--- src/sdmm_pkg.sv ---
`default_nettype none

package sdmm_pkg;

   // Store dimensions
   localparam int ROWS_CAP       = 256;
   localparam int COLS_CAP       = 256;
   localparam int MAX_DENSE_COLS = 16;

   localparam int ROW_W  = $clog2(ROWS_CAP);
   localparam int COL_W  = $clog2(COLS_CAP);
   localparam int KCOL_W = $clog2(MAX_DENSE_COLS);

   localparam int RES_DEPTH    = ROWS_CAP * MAX_DENSE_COLS;
   localparam int DENSE_DEPTH  = COLS_CAP * MAX_DENSE_COLS;
   localparam int RES_ADDR_W   = ROW_W + KCOL_W;
   localparam int DENSE_ADDR_W = COL_W + KCOL_W;

   // Field widths
   localparam int CMD_W      = 2;
   localparam int IDX_W      = 8;
   localparam int VAL_W      = 32;
   localparam int ACC_W      = 64;
   localparam int DIM_W      = 9;
   localparam int DCOLS_W    = 5;
   localparam int CSR_IDX_W  = 2;
   localparam int CSR_DATA_W = 9;

   // Command codes
   localparam logic [CMD_W-1:0] CMD_WRITE = 2'd0;
   localparam logic [CMD_W-1:0] CMD_MAC   = 2'd1;
   localparam logic [CMD_W-1:0] CMD_READ  = 2'd2;
   localparam logic [CMD_W-1:0] CMD_CLEAR = 2'd3;

   // Register indexes
   localparam logic [CSR_IDX_W-1:0] CSR_SPARSE_ROWS = 2'd0;
   localparam logic [CSR_IDX_W-1:0] CSR_SPARSE_COLS = 2'd1;
   localparam logic [CSR_IDX_W-1:0] CSR_DENSE_COLS  = 2'd2;

   // Controller to datapath commands
   typedef struct packed {
      logic              accept;
      logic              mac_issue;
      logic [KCOL_W-1:0] mac_col;
      logic              set_valid;
      logic              load_rsp;
   } ctl_cmd_type;

   // Datapath to controller status
   typedef struct packed {
      logic [CMD_W-1:0] command;
      logic             err;
   } dp_status_type;

endpackage

`default_nettype wire

--- src/sdmm_ctrl.sv ---
`default_nettype none

module sdmm_ctrl import sdmm_pkg::*; (
   input  wire logic          clock,
   input  wire logic          reset,
   input  wire logic          req_valid,
   output logic               req_ready,
   output logic               rsp_valid,
   input  wire logic          rsp_ready,
   input  wire dp_status_type status,
   output ctl_cmd_type        ctl
);

   localparam logic [1:0] ST_IDLE  = 2'd0;
   localparam logic [1:0] ST_MAC   = 2'd1;
   localparam logic [1:0] ST_DRAIN = 2'd2;
   localparam logic [1:0] ST_FIN   = 2'd3;

   logic [1:0]        state_ff, state_in;
   logic [KCOL_W-1:0] k_ff, k_in;
   logic              drain_ff, drain_in;
   logic              rsp_valid_ff, rsp_valid_in;
   logic              accept;
   logic              load;

   assign req_ready = (state_ff == ST_IDLE);
   assign accept    = req_valid && req_ready;
   assign load      = (state_ff == ST_FIN) && (!rsp_valid_ff || rsp_ready);

   // Next state: an error-free accumulate walks every result column and drains, all else goes straight to finish.
   always_comb begin
      state_in = state_ff;
      k_in     = k_ff;
      drain_in = drain_ff;
      unique case (state_ff)
         ST_IDLE: begin
            if (accept) begin
               k_in = '0;
               if (status.command == CMD_MAC && !status.err) begin
                  state_in = ST_MAC;
               end else begin
                  state_in = ST_FIN;
               end
            end
         end
         ST_MAC: begin
            k_in = k_ff + 1'b1;
            if (k_ff == KCOL_W'(MAX_DENSE_COLS - 1)) begin
               state_in = ST_DRAIN;
               drain_in = 1'b0;
            end
         end
         ST_DRAIN: begin
            drain_in = 1'b1;
            if (drain_ff) begin
               state_in = ST_FIN;
            end
         end
         ST_FIN: begin
            if (load) begin
               state_in = ST_IDLE;
            end
         end
         default: begin
            state_in = ST_IDLE;
         end
      endcase
   end

   // The output register frees itself when the sink takes the transaction.
   always_comb begin
      rsp_valid_in = rsp_valid_ff;
      if (load) begin
         rsp_valid_in = 1'b1;
      end else if (rsp_ready) begin
         rsp_valid_in = 1'b0;
      end
   end

   always_ff @(posedge clock) begin
      if (reset) begin
         state_ff     <= ST_IDLE;
         k_ff         <= '0;
         drain_ff     <= 1'b0;
         rsp_valid_ff <= 1'b0;
      end else begin
         state_ff     <= state_in;
         k_ff         <= k_in;
         drain_ff     <= drain_in;
         rsp_valid_ff <= rsp_valid_in;
      end
   end

   assign rsp_valid     = rsp_valid_ff;
   assign ctl.accept    = accept;
   assign ctl.mac_issue = (state_ff == ST_MAC);
   assign ctl.mac_col   = k_ff;
   assign ctl.set_valid = (state_ff == ST_DRAIN) && drain_ff;
   assign ctl.load_rsp  = load;

endmodule

`default_nettype wire

--- config.mk ---
export PLATFORM = sky130hd
export DESIGN_NAME = sdmm_ctrl
export DESIGN_NICKNAME = d
export VERILOG_FILES = /design/src/sdmm_pkg.sv /design/src/sdmm_ctrl.sv
export SDC_FILE = /design/constraint.sdc
export NUM_CORES = 1
export LEC_CHECK = 0
export BUFFER_PORTS_ARGS = -buffer_cell sky130_fd_sc_hd__buf_2
export CAP_MARGIN = 0
export CELL_PAD_IN_SITES_DETAIL_PLACEMENT = 1
export CELL_PAD_IN_SITES_GLOBAL_PLACEMENT = 1
export CORE_AREA = 5 5 45 47
export CTS_CLUSTER_DIAMETER = 80
export DETAILED_ROUTE_END_ITERATION = 8
export DIE_AREA = 0 0 50 52
export PLACE_DENSITY = 0.74
export SKIP_LAST_GASP = 1
export SLEW_MARGIN = 10
export SYNTH_ARGS = -nofsm -noshare
export SYNTH_HDL_FRONTEND = slang
export SYNTH_SLANG_ARGS = --single-unit
--- constraint.sdc ---
create_clock -name clock -period 2 [get_ports clock]
set_clock_uncertainty 0.05 [all_clocks]
set_input_delay 0.2 -clock clock [delete_from_list [all_inputs] [get_ports clock]]
set_output_delay 0.2 -clock clock [all_outputs]
set_load 0.02 [all_outputs]
# Word level (Yosys, flattened, before mapping)
# Cells that the tools add are included.
# word_totals
ff_bits,8
latchBits,0
ram_bits,0
romBits,0
mem_count,0
# op_classes
addsub,1
n_mul,0
n_div,0
n_lt_le_gt_ge,0
eq_ne,9
n_shift,0
mux,12
bitwise_logic,0
reduce_logical,14
# ops
cell,count
2-bit 2-to-1 mux,5
2-bit one-hot mux with 4 select lines,1
4-bit one-hot mux with 2 select lines,1
2-bit nonzero test,3
4-bit by 1-bit adder with 4-bit output (second input constant),1
2-bit by 1-bit == test with 1-bit output (second input constant),2
2-bit == test (second input constant),2
4-bit == test (second input constant),1
1-bit logical AND,4
4-bit 2-to-1 mux,1
2-bit by 1-bit != test with 1-bit output (second input constant),2
2-bit != test (second input constant),2
2-bit AND reduction,2
4-bit AND reduction,1
1-bit 2-to-1 mux,3
1-bit logical NOT,2
2-bit logical NOT,1
1-bit one-hot mux with 2 select lines,1
1-bit logical OR,1

# Longest topological paths before layout
# Gate-level depths: netlist (run 1).
# logic_depth
word_depth,5
ltp_mapped,6
mapped_depth_nobuf,6

# Least setup slack after synthesis (run 1)
# No wires, ideal clock.
# synth_timing
path_type,register to register
from,register state_ff[1]
to,register state_ff[1]
arrival_time_ns,1.437
required_time_ns,1.829
slack_ns,0.392
stages_incl_launch_ff,7
n_path_buf,1
synth_period_minus_slack_ns,1.608
path_cell_list,dfxtp_1 inv_1 ha_1 buf_2 a32oi_2 nand3_2 mux2_4
# synth_lines
element,line,source
"start, declared",sdmm_ctrl.sv:19,"logic [1:0] state_ff, state_in;"
"start signal, assigned",sdmm_ctrl.sv:87,state_ff <= state_in;

# Worst setup path after layout (run 1)
# layout_timing
from,register state_ff[0]
to,register k_ff[3]
# layout_via
elab_chain_cells,4
word_cells_on_any_way,7
cone_classes,2 x eq/ne; 1 x mux; 4 x reduce/logical
# layout_lines
element,line,source
2-bit logical NOT,"sdmm_ctrl.sv:26, sdmm_ctrl.sv:35",
1-bit logical AND,sdmm_ctrl.sv:27,assign accept = req_valid && req_ready;
2-bit by 1-bit != test with 1-bit output (no source line),-,
2-bit AND reduction (no source line),-,
"end signal, assigned",sdmm_ctrl.sv:88,k_ff <= k_in;
"end, declared",sdmm_ctrl.sv:20,"logic [KCOL_W-1:0] k_ff, k_in;"
# Parallel ways exist; a longest one is shown, timed or not.
# A chain may end at the register's enable or synchronous reset.

==> run_results.csv, run 1 <==
group,metric,value,unit
clock_network,h-tree-depth,1,
final_layout,diodes,0,
pwr,power_density,1230,nW/um^2
pwr,irDropWorstVdd,0.000476,V
global_routing,use_met1,12.0,%
final_layout,layout_common_cells,"16 x buf_2, 8 x dfxtp_1, 5 x a21oi_1, 5 x nor2_1, 5 x ha_1",
global_routing,grt_antenna_before_repair,0,
global_routing,gr-usage-met2,15.7,%
yosys,avgSynthCellArea,8.76,sq um
global_routing,grt_usage,10.3,%
worst_setup_path,crit_type,"reg2reg",
clock_network,cts_made_buffers,3,
global_routing,grt_pass1_wl,1990,microns
sta,maxSlewViolCount,0,
yosys,yosysUniqueCellTypes,27,
min_path,hp-class,"in2reg",
global_routing,grt_max_degree,11,
floorplan,core_area,1610,sq um
worst_setup_path,startpoint_type,"register",
worst_setup_path,critPathMaxFanout,7,
routing,wl_per_cell,12.9,microns
floorplan,die_y,52,microns
final_layout,fillerInstances,206,
place,numPortBuffers,16,
routing,drc,0,
sta,hold_violations,0,
sta,slew-limit-headroom,69.0,%
floorplan,dieArea,2600,sq um
routing,wirelength,1160,microns
yosys,syn_area,508,sq um
sta,rsz0062_at_grt,"no",
sta,clock.fmax,623,MHz
clock_network,postCtsSetupBuffers,0,
yosys,yosys_warnings,0,
yosys,syn_inst,58,
clock_network,path_clk_slew,0.06,ns
clock_network,clockBufferDepth,2,
worst_setup_path,crit_arrival,1.70,ns
sta,min_period,1.60,ns
routing,drt_pass1_iterations,4,
pwr,leakagePower,0.289,nW
sta,finalSetupViolCount,0,
sta,worst_pin_slew,0.460,ns
floorplan,die_w,50,microns
clock_network,cts_root_buf,"clkbuf_4",
place,dp_hpwl,907,microns
routing,dr.first_iter.drc_count,4,
floorplan,io_pins,17,
yosys,postSynthNetCount,70,
sta,whs,0.175,ns
routing,ant_nets,0,
clock_network,ctsHoldBuffers,0,
sta,fin_crit_sh,80.2,%
clock_network,cts_tree,"yes",
final_layout,syn2layout_area_growth,19.7,%
yosys,ys_seq_area_share,31.5,%
final_layout,layout_commonest_cell,"buf_2",
global_routing,use_met3,2.87,%
routing,vias,448,
final_layout,final_nets,87,
global_routing,first_global_vias,456,
yosys,ys_seq_elements,8,
global_routing,gr-total-overflow,0,
place,gp_congestion,0.747,
final_layout,drive_above_1_share,32.9,%
worst_setup_path,crit_required,2.09,ns
sta,finalSetupTns,0,ns
global_routing,busiest_layer,"met2",
yosys,ys.flop_type,"dfxtp_1",
run,drv_cap,0,
yosys,async_flop_share,0,%
routing,via_per_inst,4.98,
clock_network,ctsResizeCount,0,
run_status,status,"complete, no violations",
worst_setup_path,critPathCaptureType,"register",
yosys,synth_edf_count,0,
clock_network,clock_latency,0.26,ns
floorplan,num_rows,15,
floorplan,start_util,31.5,%
clock_network,clock-sinks,8,
==> cell usage after synthesis (2+ instances only) <==
library cell	number	area share, %
dfxtp_1	8	32
inv_1	3	2.2
a21oi_1	5	4.9
nand3_2	2	3.9
nand2b_1	2	2.5
nor2_1	5	3.7
nor2b_1	2	2.5
nor3_1	3	3.0
buf_4	2	3.0
ha_1	5	12
nor3b_1	2	3.0
nand2_1	3	2.2
and2_1	2	2.5
==> per-stage QoR <==
step,util [%],setup slack (ns),total power [W],instances,instance area [sq um]
after floorplan,-,0.392,0.000539,58,508
after global placement,36.3,0.438,0.000610,87,586
after detailed placement,36.3,0.404,0.000626,87,586
after CTS,37.7,0.391,0.000760,90,608
after global routing,37.7,0.245,0.000813,90,608
final,37.7,0.396,0.000747,90,608
==> worst paths after layout <==
| check | from | end | slack (ns) | cells past startpoint |
|---|---|---|---|---|
| worst max-delay path | state_ff[0] | k_ff[3] | 0.40 | 6 |
| worst max register to register | state_ff[0] | k_ff[3] | 0.40 | 6 |
| worst min register to register | k_ff[0] | k_ff[0] | 0.46 | 2 |
| worst min-delay path | reset | k_ff[0] | 0.18 | 2 |
==> power by group <==
| part | leakage (nW) | total (W) | switching (W) | internal [W] |
|---|---|---|---|---|
| Sequential | 0.0652 | 0.000221 | 0.0000284 | 0.000193 |
| Combinational | 0.210 | 0.000395 | 0.000240 | 0.000155 |
| Clock | 0.0138 | 0.000130 | 0.0000613 | 0.0000691 |
| Total | 0.289 | 0.000747 | 0.000330 | 0.000417 |
==> sequential cells by signal (all words and copies together), names as in the netlist <==
name and flops:
k_ff 4, state_ff 2, drain_ff 1, rsp_valid 1
==> final cells by class <==
| class | instances | area [sq um] | area share [%] |
|---|---|---|---|
| Multi-Input combinational cell | 43 | 313 | 51.4 |
| Sequential cell | 8 | 160 | 26.3 |
| Clock buffer | 3 | 22.5 | 3.70 |
| Tap cell | 17 | 21.3 | 3.50 |
| Timing Repair Buffer | 16 | 80.1 | 13.2 |
| Inverter | 3 | 11.3 | 1.85 |
==> cell families after synthesis <==
kind of cell             after synthesis  synth area share (%)
adder cells (fa/ha/maj)                5                  12.3
flip-flops                             8                  31.5
AND/OR/NAND/NOR                       26                  31.0
multiplexers                           1                  2.95
buffers and inverters                  7                  6.89
AO/OA/AOI/OAI                         11                  15.3
==> worst max-delay path, stage by stage (launching register included) <==
cell	delay [ns]
dfxtp_1	0.37
inv_1	0.09
ha_1	0.29
nand2b_2	0.17
o21ai_0	0.21
nor3b_1	0.25
nor3_1	0.06
==> routing by layer <==
layer,part of all wire [%],routed length [microns]
met1,46,539
met2,46,531
met3,5.8,67
met4,1.8,21
met5,0,0
Power figures use the tool's default switching activity.
==> run 2, diff against run 1 <==
ABC_AREA = 1   (was default)
CORE_AREA = 5 5 49 51   (was 5 5 45 47)
DIE_AREA = 0 0 54 56   (was 0 0 50 52)
PLACE_DENSITY = 0.7   (was 0.74)
clock period = 1.4 ns   (was 2 ns; I/O delays follow)
==> run 2 against run 1 <==
Compared with the run above:
- clock-buffer cell count did not move
- clock power rose by 47%
- global-route usage up 0.54 points
- critical path type is now reg2out
==> run_results.csv, run 2 <==
group,metric,value,unit
routing,via_per_inst,4.33,
final_layout,layout_commonest_cell,"nand2_1",
pwr,p_sw,0.000788,W
pwr,seqPwrFrac,23.7,%
final_layout,largest_reg_flops,4,
worst_setup_path,worst_path_largest_cell_delay,0.40,ns
clock_network,cts_root_buf,"clkbuf_4",
global_routing,gr-total-overflow,0,
global_routing,grt_pass1_wl,2390,microns
place,gp_congestion,0.766,
sta,clock.fmax,720,MHz
final_layout,fillerInstances,248,
sta,slew-limit-headroom,83.8,%
final_layout,multi_input_area,355,sq um
yosys,postSynthNetCount,89,
min_path,hold-path-endpoint,"drain_ff",
floorplan,die_y,56,microns
floorplan,io_pins,17,
worst_setup_path,crit_path_cell_trace,"inv_4 > ha_4 > nand2_2 > inv_1 > buf_4",
final_layout,reg.largest.list,"k_ff: 4 flops, state_ff: 2 flops",
sta,final.setup.worst_slack,0.0115,ns
routing,vias,546,
clock_network,path_clk_slew,0.06,ns
yosys,yosysUniqueCellTypes,17,
yosys,async_flop_share,0,%
pwr,internal-power,0.000899,W
routing,drt_pass1_iterations,2,
worst_setup_path,crit_start,"state_ff[1]",
pwr,leakagePower,0.396,nW
routing,wl_per_cell,11.6,microns
final_layout,final_nets,113,
yosys,ys_seq_area_share,30.9,%
place,place_inst,121,
final_layout,layout_common_cells,"15 x nand2_1, 12 x buf_2, 10 x inv_1, 8 x a21oi_1, 8 x nor2_1",
yosys,synth_most_common_cell,"nand2_1",
worst_setup_path,critPathCaptureType,"primary output",
run,drv_cap,0,
clock_network,h-tree-depth,1,
yosys,synth_top_family_by_area,"simple AND/OR/NAND/NOR gates",
place,numPortBuffers,16,
sta,rsz0062_at_grt,"yes",
final_layout,fin_util,40.9,%
worst_setup_path,crit_required,1.21,ns
worst_setup_path,startpoint_type,"register",
yosys,yosysTopAreaCell,"dfxtp_1",
sta,maxSlewViolCount,0,
min_path,min_path_cells,2,
final_layout,stdcell_count,126,
clock_network,clock-sinks,8,
yosys,ys.flop_type,"dfxtp_1",
routing,dr.first_iter.drc_count,2,
routing,ant_nets,0,
yosys,synth_compound_area_share,11.8,%
pwr,swShare,46.7,%
sta,hold_violations,0,
pwr,power_density,2170,nW/um^2
sta,min_period,1.39,ns
final_layout,register_area,169,sq um
floorplan,start_util,27.2,%
pwr,pwr-share-comb,65.0,%
yosys,syn_inst,77,
pwr,irDropWorstVdd,0.000764,V
yosys,synth_area_leaders,"dfxtp_1 31%, nand2_1 12%, ha_1 12%, inv_1 9.4%, a21oi_1 7.7%",
global_routing,first_global_vias,541,
sta,finalSetupTns,0,ns
yosys,synth_edf_count,0,
worst_setup_path,reg2regPathDepth,7,
worst_setup_path,crit_arrival,1.20,ns
yosys,yosys_warnings,0,
final_layout,syn2layout_area_growth,50.0,%
run_status,status,"complete, no violations",
global_routing,grt_usage,10.8,%
clock_network,ctsHoldBuffers,0,
clock_network,cts_tree,"yes",
yosys,synth_xor_area_share,1.69,%
worst_setup_path,crit_slowest_cell,"dfxtp_4",
floorplan,num_rows,16,
min_path,hp-class,"in2reg",
yosys,synth-simple-area-share,30.4,%
clock_network,cts_made_buffers,3,
sta,fin_crit_sh,99.2,%
routing,wirelength,1460,microns
worst_setup_path,crit_type,"reg2out",
min_path,hold_start,"reset",
final_layout,drive_above_1_share,43.4,%
routing,drc,0,
final_layout,top_register,"k_ff",
global_routing,grt_antenna_before_repair,0,
worst_setup_path,rr_endpoint,"k_ff[1]",
worst_setup_path,critPathMaxFanout,7,
place,dp_slack,-0.0222,ns
worst_setup_path,rrSetupSlack,0.06,ns
yosys,syn_area,518,sq um
place,dp_hpwl,1090,microns
sta,finalSetupViolCount,0,
pwr,power_frac_clock,11.3,%
sta,worst_pin_slew,0.241,ns
yosys,avgSynthCellArea,6.73,sq um
global_routing,grt_max_degree,8,
clock_network,clock_latency,0.27,ns
yosys,ys_top_cells_by_count,"17 x nand2_1, 13 x inv_1, 9 x nor2_1, 8 x a21oi_1, 8 x dfxtp_1",
floorplan,dieArea,3020,sq um
final_layout,diodes,0,
yosys,ys_seq_elements,8,
yosys,muxShareOfSynthArea,0,%
yosys,synthAdderAreaFrac,12.1,%
floorplan,core_area,1900,sq um
worst_setup_path,reg2reg_from,"state_ff[1]",
yosys,yosysTopAreaCellShare,30.9,%
floorplan,die_w,54,microns
clock_network,clockBufferDepth,2,
-- run 2: changes by cell type after synthesis, sizes merged, moves of 3 or more --
cell    previous run  this run
a21oi              5         8
nor3               3         0
nand2b             3         0
nand3              2         7
nor2               5        10
nand2              3        17
inv                3        14
-- run 2: repair_timing --
action	in CTS	in global routing
setup endpoints to repair	4	6
setup buffers	2	1
gates resized for setup	9	19
pin swaps	1	1
hold endpoints to repair	0	0
-- run 2: worst max-delay path by stage --
stage,endpoint,cells past startpoint
2_1_floorplan,k_ff[3],7
3_3_place_gp,state_ff[0],8
3_5_place_dp,state_ff[1],7
4_1_cts,ctl[0],5
5_1_grt,ctl[7],5
6_report,ctl[7],5
-- run 2: per-stage QoR --
step | cell area (sq um) | total power (W) | hold slack, ns
after floorplan | 520 | 0.000948 | 0.159
after global placement | 642 | 0.00116 | 0.367
after detailed placement | 642 | 0.00118 | 0.372
after CTS | 709 | 0.00151 | 0.0899
after global routing | 777 | 0.00186 | 0.0895
final | 777 | 0.00169 | 0.0891
-- run 2: final cells by class --
cell class	count	area share [%]
Multi-Input combinational cell	53	45.7
Sequential cell	8	21.7
Timing Repair Buffer	21	17.9
Inverter	14	7.41
Tap cell	27	4.35
Clock buffer	3	2.90
-- run 2: layer usage --
| metal | vias up | global-route usage (%) | share of wire (%) |
|---|---|---|---|
| met3 | 5 | 4.83 | 4.8 |
| met2 | 15 | 15.6 | 45 |
| li1 | 284 | - | - |
| met5 | - | 0 | 0 |
| met4 | 0 | 5.34 | 2.3 |
| met1 | 242 | 13.3 | 48 |
-- run 2: critical path: cells and delay by family, from the launching register on --
family	cells	cell delay, ns
DFF	1	0.40
buffers and inverters	3	0.27
adders and majority gates	1	0.18
and+or+nand+nor	1	0.08
-- run 2: kinds of logic after synthesis --
family          Yosys count
compound gates           11
xor+xnor                  1
fa+ha+maj                 5
buf+inv                  16
flops                     8
simple gates             36
-- run 2: power groups by stage --
stage	Sequential (W)	Combinational [W]	Clock (W)
4_1_cts	0.000354	0.000960	0.000198
3_3_place_gp	0.000347	0.000815	0
5_1_grt	0.000414	0.00122	0.000219
6_report	0.000399	0.00110	0.000191
2_1_floorplan	0.000358	0.000590	0
3_5_place_dp	0.000354	0.000830	0
==> run 3, diff against run 2 <==
CELL_PAD_IN_SITES_DETAIL_PLACEMENT = 2   (was 1)
CELL_PAD_IN_SITES_GLOBAL_PLACEMENT = 2   (was 1)
CORE_AREA = 5 5 55 57   (was 5 5 49 51)
DIE_AREA = 0 0 60 62   (was 0 0 54 56)
PLACE_DENSITY = 0.71   (was 0.7)
==> run 3 against run 2 <==
Compared with the run above:
- die area increased by 23%
- register-to-register slack got worse by 0.02 ns
- combinational power increased by 4%
==> run_results.csv, run 3 (synthesis gave the netlist of run 2 again) <==
group,metric,value,unit
worst_setup_path,reg2regPathDepth,7,
min_path,min_path_cells,2,
final_layout,final_nets,113,
min_path,hold_start,"reset",
worst_setup_path,crit_slowest_cell,"dfxtp_4",
sta,hold_violations,0,
routing,ant_nets,0,
routing,m1WireLength,707,microns
clock_network,clock-sinks,8,
worst_setup_path,worst_path_largest_cell_delay,0.39,ns
routing,wl_per_cell,12.7,microns
final_layout,reg.largest.list,"k_ff: 4 flops, state_ff: 2 flops",
pwr,power_density,2200,nW/um^2
clock_network,clockBufferDepth,2,
floorplan,dieArea,3720,sq um
routing,routed.top_layer,"met4",
floorplan,io_pins,17,
floorplan,start_util,21.3,%
pwr,leakagePower,0.400,nW
sta,worst_pin_slew,0.215,ns
place,dp_hpwl,1280,microns
final_layout,register_area,169,sq um
sta,fin_crit_sh,97.2,%
global_routing,grt_antenna_before_repair,0,
final_layout,fillerInstances,313,
clock_network,path_clk_slew,0.05,ns
worst_setup_path,crit_arrival,1.45,ns
final_layout,fin_util,32.0,%
floorplan,die_w,60,microns
routing,drt_pass1_iterations,3,
floorplan,core_area,2430,sq um
global_routing,grt_usage,10.2,%
sta,clock.fmax,735,MHz
routing,drc,0,
worst_setup_path,reg2reg_from,"state_ff[1]",
worst_setup_path,crit_type,"reg2reg",
routing,dr.first_iter.drc_count,10,
final_layout,drive_above_1_share,43.4,%
worst_setup_path,rrSetupSlack,0.04,ns
clock_network,clock_latency,0.25,ns
clock_network,cts_root_buf,"clkbuf_4",
run_status,status,"complete, no violations",
routing,wl_met2,817,microns
routing,dr_wl_met3,97,microns
sta,rsz0062_at_grt,"yes",
min_path,hp-class,"in2reg",
sta,finalSetupViolCount,0,
global_routing,first_global_vias,594,
final_layout,diodes,0,
place,gp_congestion,0.738,
sta,maxSlewViolCount,0,
sta,whs,0.0980,ns
final_layout,largest_reg_flops,4,
final_layout,syn2layout_area_growth,50.5,%
sta,slew-limit-headroom,85.6,%
worst_setup_path,critPathCaptureType,"register",
routing,wirelength,1640,microns
final_layout,layout_common_cells,"15 x nand2_1, 12 x buf_2, 10 x inv_1, 8 x a21oi_1, 8 x nor2_1",
place,numPortBuffers,16,
worst_setup_path,path_common_cell,"nand2_1",
worst_setup_path,rr_endpoint,"state_ff[1]",
clock_network,cts_made_buffers,3,
clock_network,cts_tree,"yes",
floorplan,die_y,62,microns
final_layout,layout_commonest_cell,"nand2_1",
sta,min_period,1.36,ns
floorplan,num_rows,18,
run,drv_cap,0,
routing,vias,548,
final_layout,stdcell_area,779,sq um
final_layout,top_register,"k_ff",
worst_setup_path,crit_required,1.49,ns
place,dpl_cell_area,653,sq um
final_layout,multi_input_area,350,sq um
clock_network,h-tree-depth,1,
worst_setup_path,startpoint_type,"register",
min_path,hold-path-endpoint,"drain_ff",
global_routing,grt_pass1_wl,2660,microns
worst_setup_path,crit_path_cell_trace,"inv_4 > ha_4 > or2_2 > nand2_1 > nand3_1 > nand2_1 > nor2_1",
global_routing,gr-total-overflow,0,
pwr,irDropWorstVdd,0.000859,V
routing,via_per_inst,4.25,
worst_setup_path,critPathMaxFanout,4,
global_routing,grt_max_degree,8,
==> run 3: worst max path at each step <==
stage	from	endpoint	slack, ns
after floorplan	state_ff[1]	k_ff[3]	0.06
after global placement	state_ff[1]	state_ff[0]	0.0001
after detailed placement	state_ff[1]	state_ff[0]	-0.02
after CTS	state_ff[1]	ctl[7]	-0.002
after global routing	state_ff[1]	ctl[0]	-0.06
final	state_ff[1]	state_ff[1]	0.04
==> run 3: timing repair <==
action	4_1_cts	5_1_grt
pin swaps	1	1
endpoints found under the setup margin	7	10
hold buffers	0	0
buffers inserted	2	0
resized for setup	17	12
==> run 3: layout make-up <==
class | instances | area share [%]
Inverter | 14 | 7.38
Multi-Input combinational cell | 53 | 44.9
Timing Repair Buffer | 21 | 18.3
Clock buffer | 3 | 2.89
Sequential cell | 8 | 21.7
Tap cell | 30 | 4.82
==> run 3: layer usage <==
layer,track usage [%],vias to the layer above
met1,11.5,249
met5,0,-
li1,-,282
met3,4.13,2
met4,4.75,0
met2,16.8,15
==> run 3: metrics by stage <==
stage	worst slack, ns	power [W]	cells	setup TNS, ns
2_1_floorplan	0.0604	0.000948	77	0
3_3_place_gp	0.000130	0.00120	125	0
3_5_place_dp	-0.0168	0.00123	125	-0.0297
4_1_cts	-0.00236	0.00165	130	-0.00236
5_1_grt	-0.0567	0.00189	129	-0.134
6_report	0.0389	0.00171	129	0
==> run 3: critical path: cells and delay by family, from the launching register on <==
family | cells | cell delay [ns]
flip-flops | 1 | 0.39
buffers and inverters | 1 | 0.06
AND/OR/NAND/NOR | 5 | 0.52
adder cells (fa/ha/maj) | 1 | 0.22
==> run 3: where the power goes <==
group	switching, W	total, W	internal (W)
sequential	0.0000869	0.000397	0.000310
clock	0.0000799	0.000178	0.0000982
combinational	0.000629	0.00114	0.000508
